**src/rtl/core/hmf_pkg.sv**
```systemverilog
// ----------------------------------------------------------------------------
// hmf_pkg
// types, codes and character helpers shared by the http message framer
// ----------------------------------------------------------------------------
package hmf_pkg;

	localparam int HDR_BITS  = 16;
	localparam int BODY_BITS = 24;
	localparam int CNT_BITS  = ((HDR_BITS > BODY_BITS) ? HDR_BITS : BODY_BITS) + 1;
	localparam int MAG_BITS  = 31;
	localparam int CFG_BITS  = (HDR_BITS > BODY_BITS) ? HDR_BITS : BODY_BITS;
	localparam int CL_LEN    = 18;
	localparam int CLP_BITS  = $clog2(CL_LEN + 1);

	localparam logic [CNT_BITS-1:0]  CNT_MAX = {CNT_BITS{1'b1}};
	localparam logic [MAG_BITS-1:0]  MAG_MAX = {MAG_BITS{1'b1}};
	localparam logic [HDR_BITS-1:0]  MAX_HDR_RESET  = HDR_BITS'(8192);
	localparam logic [BODY_BITS-1:0] MAX_BODY_RESET = BODY_BITS'(1048576);

	// request kinds
	localparam logic KIND_DATA  = 1'b0;
	localparam logic KIND_CHECK = 1'b1;

	// verdict codes
	localparam logic [2:0] ST_NEED_MORE = 3'd0;
	localparam logic [2:0] ST_COMPLETE  = 3'd1;
	localparam logic [2:0] ST_HDR_LONG  = 3'd2;
	localparam logic [2:0] ST_BODY_LONG = 3'd3;
	localparam logic [2:0] ST_NEGATIVE  = 3'd4;

	// register indexes
	localparam logic [0:0] CFG_MAX_HDR  = 1'b0;
	localparam logic [0:0] CFG_MAX_BODY = 1'b1;

	// characters
	localparam logic [7:0] CH_CR    = 8'h0D;
	localparam logic [7:0] CH_LF    = 8'h0A;
	localparam logic [7:0] CH_TAB   = 8'h09;
	localparam logic [7:0] CH_VT    = 8'h0B;
	localparam logic [7:0] CH_FF    = 8'h0C;
	localparam logic [7:0] CH_SPACE = 8'h20;
	localparam logic [7:0] CH_PLUS  = 8'h2B;
	localparam logic [7:0] CH_MINUS = 8'h2D;
	localparam logic [7:0] CH_ZERO  = 8'h30;
	localparam logic [7:0] CH_NINE  = 8'h39;

	typedef struct packed {
		logic       kind;
		logic [7:0] data_byte;
		logic       accept_short;
	} in_item_t;

	typedef struct packed {
		logic [2:0]           status;
		logic [HDR_BITS-1:0]  header_len;
		logic [BODY_BITS-1:0] body_len;
	} out_item_t;

	// tracker control from the top level
	typedef struct packed {
		logic       take;
		logic       clear;
		logic [7:0] data_byte;
	} trk_ctrl_t;

	// tracker view handed to the verdict logic
	typedef struct packed {
		logic [CNT_BITS-1:0] cnt;
		logic                hdr_found;
		logic [CNT_BITS-1:0] hdr_len;
		logic                cl_seen;
		logic                cl_neg;
		logic [MAG_BITS-1:0] cl_mag;
	} trk_state_t;

	// "\r\nContent-Length: " one character per position
	function automatic logic [7:0] cl_char(input logic [CLP_BITS-1:0] idx);
		logic [7:0] ch;
		case (idx)
			5'd0:    ch = CH_CR;
			5'd1:    ch = CH_LF;
			5'd2:    ch = 8'h43;
			5'd3:    ch = 8'h6F;
			5'd4:    ch = 8'h6E;
			5'd5:    ch = 8'h74;
			5'd6:    ch = 8'h65;
			5'd7:    ch = 8'h6E;
			5'd8:    ch = 8'h74;
			5'd9:    ch = 8'h2D;
			5'd10:   ch = 8'h4C;
			5'd11:   ch = 8'h65;
			5'd12:   ch = 8'h6E;
			5'd13:   ch = 8'h67;
			5'd14:   ch = 8'h74;
			5'd15:   ch = 8'h68;
			5'd16:   ch = 8'h3A;
			5'd17:   ch = CH_SPACE;
			default: ch = 8'h00;
		endcase
		return ch;
	endfunction

	function automatic logic is_ws(input logic [7:0] c);
		return (c == CH_SPACE) || (c == CH_TAB) || (c == CH_LF) || (c == CH_VT) ||
			(c == CH_FF) || (c == CH_CR);
	endfunction

endpackage

```
**src/rtl/core/hmf_tracker.sv**
```systemverilog
// ----------------------------------------------------------------------------
// hmf_tracker
// byte counter, terminator and content-length matchers, value parser
// ----------------------------------------------------------------------------
module hmf_tracker (
	input  logic                   clk,
	input  logic                   arst_n,
	input  hmf_pkg::trk_ctrl_t     ctrl,
	output hmf_pkg::trk_state_t    state
);

	localparam logic [2:0] PH_SEARCH = 3'd0;
	localparam logic [2:0] PH_SPACE  = 3'd1;
	localparam logic [2:0] PH_SIGN   = 3'd2;
	localparam logic [2:0] PH_DIGITS = 3'd3;
	localparam logic [2:0] PH_DONE   = 3'd4;

	localparam int PROD_BITS = hmf_pkg::MAG_BITS + 4;

	logic [hmf_pkg::CNT_BITS-1:0] cnt_q, cnt_d;
	logic                         hdr_found_q, hdr_found_d;
	logic [hmf_pkg::CNT_BITS-1:0] hdr_len_q, hdr_len_d;
	logic [1:0]                   term_prog_q, term_prog_d;
	logic [hmf_pkg::CLP_BITS-1:0] cl_prog_q, cl_prog_d;
	logic [2:0]                   phase_q, phase_d;
	logic                         neg_q, neg_d;
	logic [hmf_pkg::MAG_BITS-1:0] mag_q, mag_d;

	logic [7:0]                   c;
	logic                         digit;
	logic                         term_hit;
	logic [PROD_BITS-1:0]         prod;
	logic [hmf_pkg::MAG_BITS-1:0] mag_next;

	assign c     = ctrl.data_byte;
	assign digit = (c >= hmf_pkg::CH_ZERO) && (c <= hmf_pkg::CH_NINE);

	// mag * 10 + digit, clamped
	assign prod = (PROD_BITS'(mag_q) << 3) + (PROD_BITS'(mag_q) << 1) + PROD_BITS'(c[3:0]);
	assign mag_next = (prod > PROD_BITS'(hmf_pkg::MAG_MAX)) ? hmf_pkg::MAG_MAX :
		prod[hmf_pkg::MAG_BITS-1:0];

	assign term_hit = (c == (term_prog_q[0] ? hmf_pkg::CH_LF : hmf_pkg::CH_CR));

	always_comb begin
		cnt_d       = cnt_q;
		hdr_found_d = hdr_found_q;
		hdr_len_d   = hdr_len_q;
		term_prog_d = term_prog_q;
		cl_prog_d   = cl_prog_q;
		phase_d     = phase_q;
		neg_d       = neg_q;
		mag_d       = mag_q;
		if (ctrl.clear) begin
			cnt_d       = '0;
			hdr_found_d = 1'b0;
			hdr_len_d   = '0;
			term_prog_d = '0;
			cl_prog_d   = '0;
			phase_d     = PH_SEARCH;
			neg_d       = 1'b0;
			mag_d       = '0;
		end else if (ctrl.take) begin
			cnt_d = (cnt_q == hmf_pkg::CNT_MAX) ? cnt_q : cnt_q + 1'b1;
			if (!hdr_found_q) begin
				if (phase_q == PH_SEARCH) begin
					if (c == hmf_pkg::cl_char(cl_prog_q)) begin
						cl_prog_d = cl_prog_q + 1'b1;
						if (cl_prog_q == hmf_pkg::CLP_BITS'(hmf_pkg::CL_LEN - 1)) begin
							phase_d = PH_SPACE;
						end
					end else begin
						cl_prog_d = (c == hmf_pkg::CH_CR) ? hmf_pkg::CLP_BITS'(1) : '0;
					end
				end else if (phase_q != PH_DONE) begin
					if ((phase_q == PH_SPACE) && hmf_pkg::is_ws(c)) begin
						phase_d = PH_SPACE;
					end else if ((phase_q == PH_SPACE) &&
						((c == hmf_pkg::CH_PLUS) || (c == hmf_pkg::CH_MINUS))) begin
						neg_d   = (c == hmf_pkg::CH_MINUS);
						phase_d = PH_SIGN;
					end else if (!digit) begin
						phase_d = PH_DONE;
					end else begin
						phase_d = PH_DIGITS;
						mag_d   = mag_next;
					end
				end
				if (term_hit) begin
					term_prog_d = term_prog_q + 1'b1;
					if (term_prog_q == 2'd3) begin
						hdr_found_d = 1'b1;
						hdr_len_d   = cnt_d;
					end
				end else begin
					term_prog_d = (c == hmf_pkg::CH_CR) ? 2'd1 : 2'd0;
				end
			end
		end
	end

	always_ff @(posedge clk or negedge arst_n) begin
		if (!arst_n) begin
			cnt_q       <= '0;
			hdr_found_q <= 1'b0;
			hdr_len_q   <= '0;
			term_prog_q <= '0;
			cl_prog_q   <= '0;
			phase_q     <= PH_SEARCH;
			neg_q       <= 1'b0;
			mag_q       <= '0;
		end else begin
			cnt_q       <= cnt_d;
			hdr_found_q <= hdr_found_d;
			hdr_len_q   <= hdr_len_d;
			term_prog_q <= term_prog_d;
			cl_prog_q   <= cl_prog_d;
			phase_q     <= phase_d;
			neg_q       <= neg_d;
			mag_q       <= mag_d;
		end
	end

	assign state.cnt       = cnt_q;
	assign state.hdr_found = hdr_found_q;
	assign state.hdr_len   = hdr_len_q;
	assign state.cl_seen   = (phase_q != PH_SEARCH);
	assign state.cl_neg    = neg_q;
	assign state.cl_mag    = mag_q;

endmodule

```
**src/rtl/core/hmf_verdict.sv**
```systemverilog
// ----------------------------------------------------------------------------
// hmf_verdict
// limit checks and length framing for a check request
// ----------------------------------------------------------------------------
module hmf_verdict (
	input  hmf_pkg::trk_state_t             state,
	input  logic [hmf_pkg::HDR_BITS-1:0]    max_hdr,
	input  logic [hmf_pkg::BODY_BITS-1:0]   max_body,
	input  logic                            accept_short,
	output hmf_pkg::out_item_t              result,
	output logic                            done
);

	logic [hmf_pkg::CNT_BITS-1:0] body;
	logic [hmf_pkg::MAG_BITS-1:0] body_w;
	logic [hmf_pkg::CNT_BITS-1:0] body_cut;
	logic [2:0]                   status;

	assign body   = state.cnt - state.hdr_len;
	assign body_w = hmf_pkg::MAG_BITS'(body);

	always_comb begin
		status   = hmf_pkg::ST_COMPLETE;
		body_cut = body;
		if (state.cnt == '0) begin
			status = hmf_pkg::ST_NEED_MORE;
		end else if (!state.hdr_found) begin
			status = (state.cnt > hmf_pkg::CNT_BITS'(max_hdr)) ? hmf_pkg::ST_HDR_LONG :
				hmf_pkg::ST_NEED_MORE;
		end else if (state.hdr_len >= hmf_pkg::CNT_BITS'(max_hdr)) begin
			status = hmf_pkg::ST_HDR_LONG;
		end else if (body >= hmf_pkg::CNT_BITS'(max_body)) begin
			status = hmf_pkg::ST_BODY_LONG;
		end else if (state.cl_seen) begin
			if (state.cl_neg && (state.cl_mag != '0)) begin
				status = hmf_pkg::ST_NEGATIVE;
			end else if ((body_w < state.cl_mag) && !accept_short) begin
				status = hmf_pkg::ST_NEED_MORE;
			end else if (body_w > state.cl_mag) begin
				body_cut = state.cl_mag[hmf_pkg::CNT_BITS-1:0];
			end
		end
	end

	assign done              = (status != hmf_pkg::ST_NEED_MORE);
	assign result.status     = status;
	assign result.header_len = (status == hmf_pkg::ST_COMPLETE) ?
		state.hdr_len[hmf_pkg::HDR_BITS-1:0] : '0;
	assign result.body_len   = (status == hmf_pkg::ST_COMPLETE) ?
		body_cut[hmf_pkg::BODY_BITS-1:0] : '0;

endmodule

```
**src/rtl/core/http_message_framer_core.sv**
```systemverilog
// ----------------------------------------------------------------------------
// http message framer core
// a check's verdict goes through the input register and then the result register
// throughput: one request per cycle, data bytes and checks alike; a check waits
// only while an earlier verdict is still unclaimed on result
// reset: arst_n clears all framing state and loads the default length limits;
// requests are taken only once run_q has been set after release
// ----------------------------------------------------------------------------
module http_message_framer_core (
	input  logic                            clk,
	input  logic                            arst_n,
	// request channel
	input  logic                            item_valid,
	output logic                            item_ready,
	input  hmf_pkg::in_item_t               item,
	// verdict channel
	output logic                            result_valid,
	input  logic                            result_ready,
	output hmf_pkg::out_item_t              result,
	// register writes
	input  logic                            cfg_we,
	input  logic [0:0]                      cfg_index,
	input  logic [hmf_pkg::CFG_BITS-1:0]    cfg_data
);

	// length limits
	logic [hmf_pkg::HDR_BITS-1:0]  max_hdr_q;
	logic [hmf_pkg::BODY_BITS-1:0] max_body_q;

	// stays low through reset so nothing is taken before the block runs
	logic run_q;

	// input register
	logic               valid_s1;
	hmf_pkg::in_item_t  item_s1;

	// result register
	logic               result_valid_q;
	hmf_pkg::out_item_t result_q;

	logic                 can_go;
	logic                 fire_s1;
	logic                 is_check_s1;
	hmf_pkg::trk_ctrl_t   trk_ctrl;
	hmf_pkg::trk_state_t  trk_state;
	hmf_pkg::out_item_t   verdict;
	logic                 verdict_done;

	always_ff @(posedge clk or negedge arst_n) begin
		if (!arst_n) begin
			max_hdr_q  <= hmf_pkg::MAX_HDR_RESET;
			max_body_q <= hmf_pkg::MAX_BODY_RESET;
		end else if (cfg_we) begin
			case (cfg_index)
				hmf_pkg::CFG_MAX_HDR:  max_hdr_q  <= cfg_data[hmf_pkg::HDR_BITS-1:0];
				hmf_pkg::CFG_MAX_BODY: max_body_q <= cfg_data[hmf_pkg::BODY_BITS-1:0];
				default: ;
			endcase
		end
	end

	always_ff @(posedge clk or negedge arst_n) begin
		if (!arst_n) begin
			run_q <= 1'b0;
		end else begin
			run_q <= 1'b1;
		end
	end

	// a data byte never waits; a check waits only for the result register
	assign is_check_s1 = (item_s1.kind == hmf_pkg::KIND_CHECK);
	assign can_go      = !is_check_s1 || !result_valid_q || result_ready;
	assign fire_s1     = valid_s1 && can_go;
	assign item_ready  = run_q && (!valid_s1 || can_go);

	always_ff @(posedge clk or negedge arst_n) begin
		if (!arst_n) begin
			valid_s1 <= 1'b0;
		end else if (item_ready) begin
			valid_s1 <= item_valid;
		end
	end

	// payload, no reset needed
	always_ff @(posedge clk) begin
		if (item_ready && item_valid) begin
			item_s1 <= item;
		end
	end

	// tracker steps on each data byte and clears on any final verdict
	assign trk_ctrl.take      = fire_s1 && !is_check_s1;
	assign trk_ctrl.clear     = fire_s1 && is_check_s1 && verdict_done;
	assign trk_ctrl.data_byte = item_s1.data_byte;

	hmf_tracker u_tracker (
		.clk    (clk),
		.arst_n (arst_n),
		.ctrl   (trk_ctrl),
		.state  (trk_state)
	);

	hmf_verdict u_verdict (
		.state        (trk_state),
		.max_hdr      (max_hdr_q),
		.max_body     (max_body_q),
		.accept_short (item_s1.accept_short),
		.result       (verdict),
		.done         (verdict_done)
	);

	// result register, loaded by every check and held until taken
	always_ff @(posedge clk or negedge arst_n) begin
		if (!arst_n) begin
			result_valid_q <= 1'b0;
		end else if (fire_s1 && is_check_s1) begin
			result_valid_q <= 1'b1;
		end else if (result_ready) begin
			result_valid_q <= 1'b0;
		end
	end

	always_ff @(posedge clk) begin
		if (fire_s1 && is_check_s1) begin
			result_q <= verdict;
		end
	end

	assign result_valid = result_valid_q;
	assign result       = result_q;

endmodule

```
**config.mk**
```make
export PLATFORM = sky130hd
export DESIGN_NAME = http_message_framer_core
export DESIGN_NICKNAME = d
export VERILOG_FILES = /design/src/rtl/core/hmf_pkg.sv /design/src/rtl/core/hmf_tracker.sv /design/src/rtl/core/hmf_verdict.sv /design/src/rtl/core/http_message_framer_core.sv
export SDC_FILE = /design/constraint.sdc
export NUM_CORES = 1
export LEC_CHECK = 0
export ABC_CLOCK_PERIOD_IN_PS = 8100
export BUFFER_PORTS_ARGS = -buffer_cell sky130_fd_sc_hd__buf_2
export CORE_MARGIN = 2
export CORE_UTILIZATION = 60
export DETAILED_ROUTE_END_ITERATION = 8
export GPL_ROUTABILITY_DRIVEN = 0
export PLACE_DENSITY = 0.86
export SYNTH_ARGS = -nofsm -noshare
export SYNTH_HDL_FRONTEND = slang
export SYNTH_SLANG_ARGS = --single-unit
```
**constraint.sdc**
```tcl
create_clock -name clk -period 8.1 [get_ports clk]
set_input_delay 0.405 -clock clk [delete_from_list [all_inputs] [get_ports clk]]
set_output_delay 0.405 -clock clk [all_outputs]
set_load 0.02 [all_outputs]
```
# Yosys cells after proc, flatten, opt, wreduce, memory -nomap -nowiden

Memory sizes are Yosys's and may differ from the RTL's.
Cells that the tools add are included.

Memories kept: 1
Latch bits: 0
Memory bits (writable): 0
Register bits: 189
Memory bits (read-only): 224
Word-level logic and storage cells: 176

Bitwise logic cells: 1
Shift operators: 0
Reduce and logical (&&, ||, !) cells: 46
Order comparisons: 8
Muxes and demuxes: 73
Add/subtract/negate cells: 6
Divide/modulo/power cells: 0
Multiply operators: 0
Eq/ne operators: 22

Memories:

| name            | depth | bits a word | rd ports | clocked after memory_dff | write ports | line          | source |
|---|---|---|---|---|---|---|---|
| (no name shown) | 32    | 7           | 1        | 0                        | 0           | hmf_pkg.sv:79 | `case (idx)` |

Operators with widths:

| operator                                              | count |
|---|---|
| two-way mux 31 bit                                    | 9 |
| two-way mux 25 bit                                    | 8 |
| two-way mux 24 bit                                    | 8 |
| two-way mux 3 bit                                     | 17 |
| equality test 8 x 4 -> 1 bit (second input constant)  | 5 |
| adder 34 x 32 -> 35 bit                               | 1 |
| adder 35 x 4 -> 35 bit                                | 1 |
| > comparator 35 x 31 -> 1 bit (second input constant) | 1 |
| two-way mux 8 bit                                     | 4 |
| > comparator 25 x 31 -> 1 bit                         | 1 |
| < comparator 25 x 31 -> 1 bit                         | 1 |
| nonzero test 31 bit                                   | 1 |
| adder 25 x 1 -> 25 bit (second input constant)        | 1 |
| equality test 25 bit (second input constant)          | 1 |
| greater-or-equal comparator 25 x 16 -> 1 bit          | 1 |
| greater-or-equal comparator 25 x 24 -> 1 bit          | 1 |
| > comparator 25 x 16 -> 1 bit                         | 1 |
| zero test 25 bit                                      | 1 |
| two-way mux 5 bit                                     | 5 |
| subtractor 25 bit                                     | 1 |
| equality test 8 x 6 -> 1 bit (second input constant)  | 3 |
| two-way mux 1 bit                                     | 17 |
| equality test 8 bit                                   | 2 |
| nonzero test 2 bit                                    | 8 |
| 22 further kinds                                      | 57 |

# Longest topological paths before layout

Gate-level depths: netlist (run 1).

Word-level depth: 19
Depth in mapped cells: 23
Depth with buffers taken out: 21

# Hierarchy

A second synthesis (run 1) with hierarchy kept.

Cells, all modules: 1,649
Area total of the unflattened synthesis: 15,073.2 um^2

Modules (own cells, without submodules):

| module                   | times used | area an instance (um^2) | cells each | seq. area each (um^2) |
|---|---|---|---|---|
| hmf_tracker              | 1          | 7,308.3                 | 874        | 2,327.2 |
| hmf_verdict              | 1          | 4,460.5                 | 621        | 0.0 |
| http_message_framer_core | 1          | 3,304.4                 | 154        | 2,670.1 |

# Least setup slack after synthesis (run 1)

Ideal clock, no wire load.

Path kind: register -> register
Start point: register u_tracker.cnt_q[0] (netlist bit)
End point: register result_q (netlist bit result[10]) (data pin)
Library setup time: 0.266 ns
Arrival: 4.679 ns
Cell stages (with the launch flop): 24
Setup slack: 3.155 ns
Clock period less this slack: 4.945 ns
Cell sequence: dfrtp_1 > inv_1 > ha_1 > inv_1 > fa_1 > a211oi_1 > o211ai_1 > a32o_2 > a41oi_1 > o21bai_1 > a21oi_1 > xnor2_1 > ha_1 > nand4_1 > nor3_2 > a221oi_2 > a21oi_1 > a2111oi_4 > nand3b_4 > or3_1 > buf_6 > buf_6 > mux2i_1 > nor2_1

Longest elaborated chain between the ends: 11
Elaborated cells on any way between the ends: 24
Classes of those cells: 1 x add/sub; 4 x order compare; 1 x eq/ne; 16 x mux; 2 x reduce/logical

Ends and longest elaborated chain:

| what                          | line                            | source |
|---|---|---|
| start: declaration            | hmf_tracker.sv:20               | `logic [hmf_pkg::CNT_BITS-1:0] cnt_q, cnt_d;` |
| start signal: assignment      | hmf_tracker.sv:113              | `cnt_q <= cnt_d;` |
| subtractor 25 bit             | hmf_verdict.sv:19               | `assign body = state.cnt - state.hdr_len;` |
| < comparator 25 x 31 -> 1 bit | hmf_verdict.sv:37               | `end else if ((body_w < state.cl_mag) && !accept_short) begin` |
| logical AND 1 bit             | hmf_verdict.sv:37               |  |
| two-way mux 1 bit             | hmf_verdict.sv:37               |  |
| two-way mux 3 bit             | hmf_verdict.sv:35               | `if (state.cl_neg && (state.cl_mag != '0)) begin` |
| two-way mux 3 bit             | hmf_verdict.sv:34               | `end else if (state.cl_seen) begin` |
| two-way mux 3 bit             | hmf_verdict.sv:32               | `end else if (body >= hmf_pkg::CNT_BITS'(max_body)) begin` |
| two-way mux 3 bit             | hmf_verdict.sv:30               | `end else if (state.hdr_len >= hmf_pkg::CNT_BITS'(max_hdr)) begin` |
| two-way mux 3 bit             | hmf_verdict.sv:27               | `end else if (!state.hdr_found) begin` |
| two-way mux 3 bit             | hmf_verdict.sv:25               | `if (state.cnt == '0) begin` |
| equality test 3 x 1 -> 1 bit  | hmf_verdict.sv:49               | `assign result.body_len = (status == hmf_pkg::ST_COMPLETE) ?` |
| end signal: assignment        | http_message_framer_core.sv:125 | `result_q <= verdict;` |
| end: declaration              | http_message_framer_core.sv:39  | `hmf_pkg::out_item_t result_q;` |

Parallel ways exist; a longest one is shown, timed or not.
A chain may end at the register's enable or synchronous reset.

==> impl_results.rst, run 1 <==
.. list-table::
   :header-rows: 1

   * - Metric
     - Value
   * - Outcome
     - completed
   * - Commonest non-fill, non-tap cell in the layout
     - ha_1
   * - Share of layout cells above drive strength 1
     - about an eighth
   * - Place WS
     - approximately 2100 ps
   * - Die footprint
     - ~25000 um^2
   * - Startpoint-to-endpoint class of the critical path
     - flip-flop to flip-flop
   * - Total length of routed met2 wires
     - around 17 mm
   * - Number of global-route vias before repair
     - roughly 11000
   * - Synthesized netlist net count
     - 1721
   * - Reg clk slew, reported paths
     - about 80 ps
   * - Peak supply drop
     - between 0.2 and 0.25 mV
   * - Total via count in the routed design
     - roughly 12000
   * - Wire length the detailed router placed on met1
     - 15.6 mm
   * - GRT Overall Usage
     - a little under a third
   * - Total global routing overflow
     - 0
   * - Initial antenna violation count
     - 0
   * - Placeable core region
     - around 23000 um^2
   * - Post-route clock skew
     - ~19 ps
   * - Share of flip-flops with an asynchronous set or reset after synthesis
     - 72.0%
   * - Final Instance Count excl. Fillers
     - approximately 1900
   * - Fraction of the cycle the final worst path needs
     - ~76%
   * - Ant diodes
     - 0
   * - Predominant post-synthesis flop cell
     - dfrtp_1
   * - Number of pins with negative max-slew slack in the final report
     - 0
   * - Standard-cell row count
     - 56
   * - Buffers and inverters on the worst path
     - 1
   * - Total negative slack for setup checks
     - 0 ps
   * - Number of nets at the end of the flow
     - approximately 1800
   * - Post-route worst hold slack
     - about 120 ps
   * - Kind of start point of the critical path
     - flip-flop
   * - Biggest fanout along the worst timing path
     - 33
   * - Vias per Instance
     - 6.39
   * - Initial Utilization
     - around three fifths
   * - Number of cells after detailed placement
     - approximately 1900
   * - Remaining antenna violation count
     - 0
   * - Number of synthesized flops with an enable pin
     - 53
   * - Cts bufs inserted
     - 17
   * - Worst min-delay path class
     - primary input to flip-flop
   * - Cell chain of the critical path
     - ha_1 -> a21o_1 -> a21oi_1 -> o211ai_1 -> a31oi_1 -> o211ai_1 -> and4b_1 -> or4_1 -> ha_1 -> and4_1 -> nand2_1 -> nor3_1 -> o41ai_1 -> a311oi_1 -> a21o_1 -> o21a_1 -> o21a_2 -> buf_4 -> a211oi_1
   * - Post-DP HPWL
     - 27.2 mm
   * - Shortest clock period the worst path allows after layout
     - 6140 ps
   * - Die Span Y
     - ~160 um
   * - Part of the Yosys area used for sequential elements
     - approximately a third
   * - CTS tree
     - done
   * - DR WL met3
     - 3.17 mm
   * - Clock sink count
     - 189
   * - Power density over the cells
     - 346 nW/um^2
   * - Register bit total from synthesis
     - about 190
   * - Req. time, crit path
     - between 8000 and 9000 ps
   * - Drt first-iter violations
     - 1353
   * - Layout Area Growth over Synthesis
     - 8.41%
   * - Highest metal layer with signal wires
     - met4
   * - Largest net degree at the start of global routing
     - between 70 and 80
   * - Relative slew margins
     - between 10% and 20%
   * - Detailed-route wire length
     - ~37 mm
   * - Most used cells in the layout excluding fill and tap cells
     - 178 x ha_1, 155 x nor2_1, 134 x dfrtp_1
   * - Setup repair after global routing missed its margin
     - false
   * - Number of maximum-capacitance constraint violations
     - 0
   * - Sequential cell area in the final layout
     - around 5000 um^2
   * - Filler cell count
     - 1811
   * - Share of the core filled with cells
     - between 60% and 70%
   * - Post-CTS setup buffers
     - 0
   * - Number of remaining DRC errors
     - 0
   * - Mean instance size in the synthesized netlist
     - ~9.5 um^2
   * - Input/output buffers
     - 84
   * - CTS HTree Levels
     - 4
   * - Die span in x
     - 158 um
   * - Area of the multi-input gates
     - roughly 8400 um^2
   * - Routed WL per cell
     - 19.5 um
   * - Setup violations, final
     - 0
   * - Worst Max-Slew Pin Slew
     - around 1300 ps
   * - Number of library cell types mapped by synthesis
     - 81
   * - Peak clock frequency supported by timing
     - around 0.16 GHz
   * - Clock network latency to the later pin of the worst-skew pair
     - about 460 ps
   * - CP Capture Type
     - flip-flop
   * - Global-route wire length before repair
     - ~60 mm
   * - Critical Path Max Stage Delay
     - 600 ps
   * - Cell area after synthesis
     - 14200 um^2
   * - Worst path setup slack after routing
     - approximately 2000 ps
   * - Arrival time of the worst setup path
     - 6410 ps
   * - Slowest-stage cell, CP
     - o21a_2
   * - Fin. Hold Viols
     - 0
   * - Number of warning messages in the yosys log
     - 0
   * - Number of top-level pins
     - 85
   * - Crit-path leading delay family
     - compound AO/OA/AOI/OAI gates
   * - Buffers from clock root to sink, at most
     - 2
   * - Cells after synthesis
     - 1500
   * - Drt first pass iters
     - 6
   * - Clock tree root buffer cell
     - clkbuf_16
   * - Lkg Pwr
     - between 7 and 8 nW
[state kept, by name (all words and copies together), names as in the netlist]
| register | count |
|---|---|
| is_check_s1 | 1 |
| item_s1 | 9 |
| max_body_q | 24 |
| max_hdr_q | 16 |
| result | 43 |
| result_valid | 1 |
| run_q | 1 |
| u_tracker.cl_prog_q | 5 |
| u_tracker.cnt_q | 25 |
| u_tracker.hdr_found_q | 1 |
| u_tracker.hdr_len_q | 25 |
| u_tracker.mag_q | 31 |
| u_tracker.neg_q | 1 |
| u_tracker.phase_q | 3 |
| u_tracker.term_prog_q | 2 |
| valid_s1 | 1 |
[cell families after synthesis]
logic type / share of synthesized area, %
compound gates: 17.7
xor+xnor: 5.97
fa+ha+maj: 16.1
buf+inv: 5.71
flops: 35.1
mux: 4.10
other cells: 0.0263
simple gates: 15.3
[area by class of cell]
class                           instances  area share, %
Inverter                              130           3.16
Clock buffer                           18           2.84
Sequential cell                       189           32.4
Multi-Input combinational cell       1123           54.7
Clock inverter                         14           1.06
Timing Repair Buffer                   94           3.27
Tap cell                              319           2.59
[per-layer routing]
layer  track usage, %  up-vias
li1                 -     5537
met1             41.2     5767
met2             47.0      645
met3             5.64      107
met4             12.3        0
met5                0        -
[path summary, 6_finish.rpt]
| check | slack (ps) | end | depth (start not counted) | startpoint |
|---|---|---|---|---|
| worst min-delay path | 120 | item_s1[5] | 1 | item[5] |
| worst max-delay path | 1960 | u_tracker.hdr_len_q[1] | 19 | u_tracker.cnt_q[9] |
| max in group asynchronous | 6220 | u_tracker.cl_prog_q[4] | 3 | arst_n |
| worst max register to register | 1960 | u_tracker.hdr_len_q[1] | 19 | u_tracker.cnt_q[9] |
| worst min register to register | 510 | max_body_q[14] | 1 | max_body_q[14] |
| min in group asynchronous | 530 | max_hdr_q[9] | 2 | arst_n |
[stage by stage]
stage          cell area [um^2]  total power, mW
3_3_place_gp              14800             4.25
4_1_cts                   15400             5.27
3_5_place_dp              14800             4.38
5_1_grt                   15400             5.73
6_report                  15400             5.34
2_1_floorplan             14200             3.61
[synthesized netlist by cell type (all sizes together), types with 27 or more instances]
library cell  number  area (um^2)
ha               178         2230
nor2             155          582
dfrtp            134         3350
inv              130          488
nand2            102          383
a21oi             92          475
o21ai             61          305
xnor2             54          473
edfxtp            53         1590
xor2              43          377
a211oi            40          425
nand3             37          185
nor3              36          195
buf               32          228
o221a             31          349
mux2i             28          280
a21o              27          203
mux2              27          304
[report_power, final]
| group | internal, mW | switching [mW] |
|---|---|---|
| sequential | 1.11 | 0.180 |
| combinational | 1.31 | 1.89 |
| clock | 0.425 | 0.438 |
| total | 2.84 | 2.50 |
[worst reg2reg max path: stages (launching register included)]
cell and delay, ps:
dfrtp_1 500, ha_1 420, a21o_1 230, a21oi_1 240, o211ai_1 120, a31oi_1 360
o211ai_1 180, and4b_1 220, or4_1 570, ha_1 320, and4_1 200, nand2_1 80
nor3_1 410, o41ai_1 190, a311oi_1 380, a21o_1 130, o21a_1 170, o21a_2 600
buf_4 550, a211oi_1 100
[what timing repair did]
item / CTS / global route
endpoints found under the hold margin: 45 / 0
endpoints found under the setup margin: 0 / 0
hold buffers: 1 / 0
gates resized for setup: 0 / 0
Power figures use the tool's default switching activity.
==> run 2: changes to the inputs <==
--- a/config.mk
+++ b/config.mk
@@ -5,7 +5,7 @@
 export SDC_FILE = /design/constraint.sdc
 export NUM_CORES = 1
 export LEC_CHECK = 0
-export ABC_CLOCK_PERIOD_IN_PS = 8100
+export ABC_CLOCK_PERIOD_IN_PS = 6400
 export BUFFER_PORTS_ARGS = -buffer_cell sky130_fd_sc_hd__buf_2
 export CORE_MARGIN = 2
 export CORE_UTILIZATION = 60
==> constraint.sdc (replaced) <==
create_clock -name clk -period 6.4 [get_ports clk]
set_input_delay 0.32 -clock clk [delete_from_list [all_inputs] [get_ports clk]]
set_output_delay 0.32 -clock clk [all_outputs]
set_load 0.02 [all_outputs]
==> run 2 against run 1 <==
  * Clock power up 21%
  * Cell area is essentially flat
  * Critical path depth increased by 3
  * Register-to-register slack lost 1600 ps
  * Cell count rose by 0.32%
  * Clock skew about the same
  * Non-clock buffer count is 6 higher
==> impl_results.rst, run 2 (synthesis gave the netlist of run 1 again) <==
.. list-table::
   :header-rows: 1

   * - Metric
     - Value
   * - Startpoint of the worst hold path
     - item[5]
   * - Vias per Instance
     - 6.28 (-1.6%)
   * - Number of nets at the end of the flow
     - 1782 (+0.34%)
   * - Buffers from clock root to sink, at most
     - 2 (unchanged)
   * - Post-route worst hold slack
     - 47.9 ps (-75.4 ps)
   * - Number of cells after detailed placement
     - 1860 (+0.32%)
   * - Reg clk slew, reported paths
     - 80 ps (about the same)
   * - Total negative slack for setup checks
     - 0 ps (unchanged)
   * - Worst hold path cell count
     - 1 (unchanged)
   * - Post-CTS setup buffers
     - 0 (unchanged)
   * - Power density over the cells
     - 443 nW/um^2 (+28%)
   * - Fin. Hold Viols
     - 0 (unchanged)
   * - Largest net degree at the start of global routing
     - 77 (+8.5%)
   * - Number of top-level pins
     - 85 (unchanged)
   * - Standard-cell row count
     - 56 (unchanged)
   * - Initial antenna violation count
     - 0 (unchanged)
   * - Cell count along the critical path
     - 22 (+3)
   * - Die Span Y
     - 158 um (unchanged)
   * - Clock network latency to the later pin of the worst-skew pair
     - 450 ps (about the same)
   * - Post-route clock skew
     - 18.4 ps (-0.444 ps)
   * - Worst r2r path cells
     - 22 (+3)
   * - Kind of start point of the critical path
     - flip-flop
   * - Number of flip-flops under the largest register name
     - 43 (unchanged)
   * - CTS HTree Levels
     - 4 (unchanged)
   * - Number of maximum-capacitance constraint violations
     - 0 (unchanged)
   * - Commonest non-fill, non-tap cell in the layout
     - ha_1
   * - CP Capture Type
     - flip-flop
   * - Total global routing overflow
     - 0 (unchanged)
   * - Input/output buffers
     - 84 (unchanged)
   * - Worst Max-Slew Pin Slew
     - 1250 ps (-11.7 ps)
   * - Biggest fanout along the worst timing path
     - 30 (-9.1%)
   * - Beginning of the worst register-to-register path
     - u_tracker.cnt_q[0]
   * - Detailed-route wire length
     - 37.3 mm (+1.6%)
   * - Share of layout cells above drive strength 1
     - 13.5% (+0.20 points)
   * - Die span in x
     - 158 um (unchanged)
   * - GRT Overall Usage
     - 30.5% (+0.49 points)
   * - Fraction of the cycle the final worst path needs
     - 94.3% (+19 points)
   * - Drt first-iter violations
     - 1071 (-21%)
   * - Final total power
     - 6.83 mW (+28%)
   * - Setup violations, final
     - 0 (unchanged)
   * - Startpoint-to-endpoint class of the critical path
     - flip-flop to flip-flop
   * - Final Instance Count excl. Fillers
     - 1893 (+0.32%)
   * - Shortest clock period the worst path allows after layout
     - 6040 ps (-102 ps)
   * - Cts bufs inserted
     - 17 (unchanged)
   * - Critical Path Max Stage Delay
     - 470 ps (-130 ps)
   * - Placeable core region
     - 23400 um^2 (unchanged)
   * - Routed WL per cell
     - 19.7 um (+1.3%)
   * - Die footprint
     - 25000 um^2 (unchanged)
   * - Most used cells in the layout excluding fill and tap cells
     - 178 x ha_1, 155 x nor2_1, 134 x dfrtp_1
   * - Buffers and inverters on the worst path
     - 3 (+2)
   * - Initial Utilization
     - 60.9% (unchanged)
   * - Post-DP HPWL
     - 28.0 mm (+2.9%)
   * - Drt first pass iters
     - 5 (-1)
   * - Lkg Pwr
     - 7.14 nW (about the same)
   * - Arrival time of the worst setup path
     - 6220 ps (-190 ps)
   * - Global-route wire length before repair
     - 59.5 mm (+1.6%)
   * - Total via count in the routed design
     - 11900 (-1.3%)
   * - Filler cell count
     - 1840 (+1.6%)
   * - Peak supply drop
     - 0.322 mV (+49%)
   * - Relative slew margins
     - 16.5% (+0.98 points)
   * - Number of remaining DRC errors
     - 0 (unchanged)
   * - Share of the core filled with cells
     - 66.0% (about the same)
   * - Clock tree root buffer cell
     - clkbuf_16
   * - Peak clock frequency supported by timing
     - 0.166 GHz (+1.7%)
   * - Count of hold buffers inserted by post-cts repair
     - 1 (unchanged)
   * - CTS tree
     - done
   * - Remaining antenna violation count
     - 0 (unchanged)
   * - Layout Area Growth over Synthesis
     - 8.42% (about the same)
   * - Crit-path leading delay family
     - compound AO/OA/AOI/OAI gates
   * - Outcome
     - completed
   * - Req. time, crit path
     - 6580 ps (-1790 ps)
   * - Beginning of the critical path
     - u_tracker.cnt_q[0]
   * - Slowest-stage cell, CP
     - dfrtp_1
   * - Clock sink count
     - 189 (unchanged)
   * - Setup repair after global routing missed its margin
     - false
   * - Cell chain of the critical path
     - inv_1 -> ha_1 -> inv_1 -> fa_1 -> a211oi_1 -> o211ai_1 -> a32o_2 -> a41oi_1 -> o21bai_1 -> a21oi_1 -> xnor2_1 -> ha_1 -> nand4_1 -> nor3_2 -> a221oi_2 -> a21oi_1 -> a2111oi_4 -> nand3b_4 -> o32ai_2 -> nand2b_1 -> buf_4 -> nor2_1
   * - Number of pins with negative max-slew slack in the final report
     - 0 (unchanged)
   * - Worst min-delay path class
     - primary input to flip-flop
   * - Number of global-route vias before repair
     - 11500 (+2.5%)
   * - Ant diodes
     - 0 (unchanged)
   * - # resized after CTS
     - 0 (unchanged)
[run 2: changes by cell type in the layout (fill, tap and decap cells not counted), sizes merged]
cell      change
inv           -1
buf           +6
clkinvlp      +2
clkinv        -1
[run 2: metal layers]
metal | track usage (%) | vias to the layer above | routed length, um
li1 | - | 5546 | -
met1 | 40.8 | 5701 | 15600
met2 | 50.7 | 550 | 17400
met3 | 4.08 | 99 | 2950
met4 | 11.5 | 0 | 1350
met5 | 0 | - | 0
[run 2: worst register-to-register path, delay by kind of cell, from the launching register on]
| family | cells | cell delay [ps] |
|---|---|---|
| simple gates | 5 | 950 |
| flops | 1 | 470 |
| compound gates | 10 | 2510 |
| xor+xnor | 1 | 220 |
| fa+ha+maj | 3 | 970 |
| buf+inv | 3 | 670 |
[run 2: cell type report]
| type | count | area (um^2) | area share (%) |
|---|---|---|---|
| Multi-Input combinational cell | 1123 | 8450 | 54.7 |
| Tap cell | 319 | 399 | 2.59 |
| Clock buffer | 18 | 429 | 2.78 |
| Inverter | 130 | 488 | 3.16 |
| Clock inverter | 14 | 130 | 0.843 |
| Timing Repair Buffer | 100 | 549 | 3.56 |
| Sequential cell | 189 | 5000 | 32.4 |
[run 2: power by group]
part	switching, mW	internal [mW]	leakage [nW]
logic	2.49	1.68	4.57
registers	0.224	1.40	2.30
clock network	0.527	0.515	0.267
[run 2: per-stage QoR]
stage / worst slack [ps] / instance area, um^2
CTS: 481 / 15400
global route: 88.3 / 15400
detailed placement: 545 / 14900
floorplan: 1450 / 14200
global placement: 725 / 14900
finish: 362 / 15400
[run 2: final timing paths]
kind                                     endpoint  slack (ps)
setup reg to reg                       result[25]         360
setup / recovery                       result[25]         360
max in group asynchronous     u_tracker.mag_q[29]        4600
min in group asynchronous  u_tracker.hdr_len_q[8]         450
hold / removal                         item_s1[5]          50
hold reg to reg                    max_body_q[14]         510
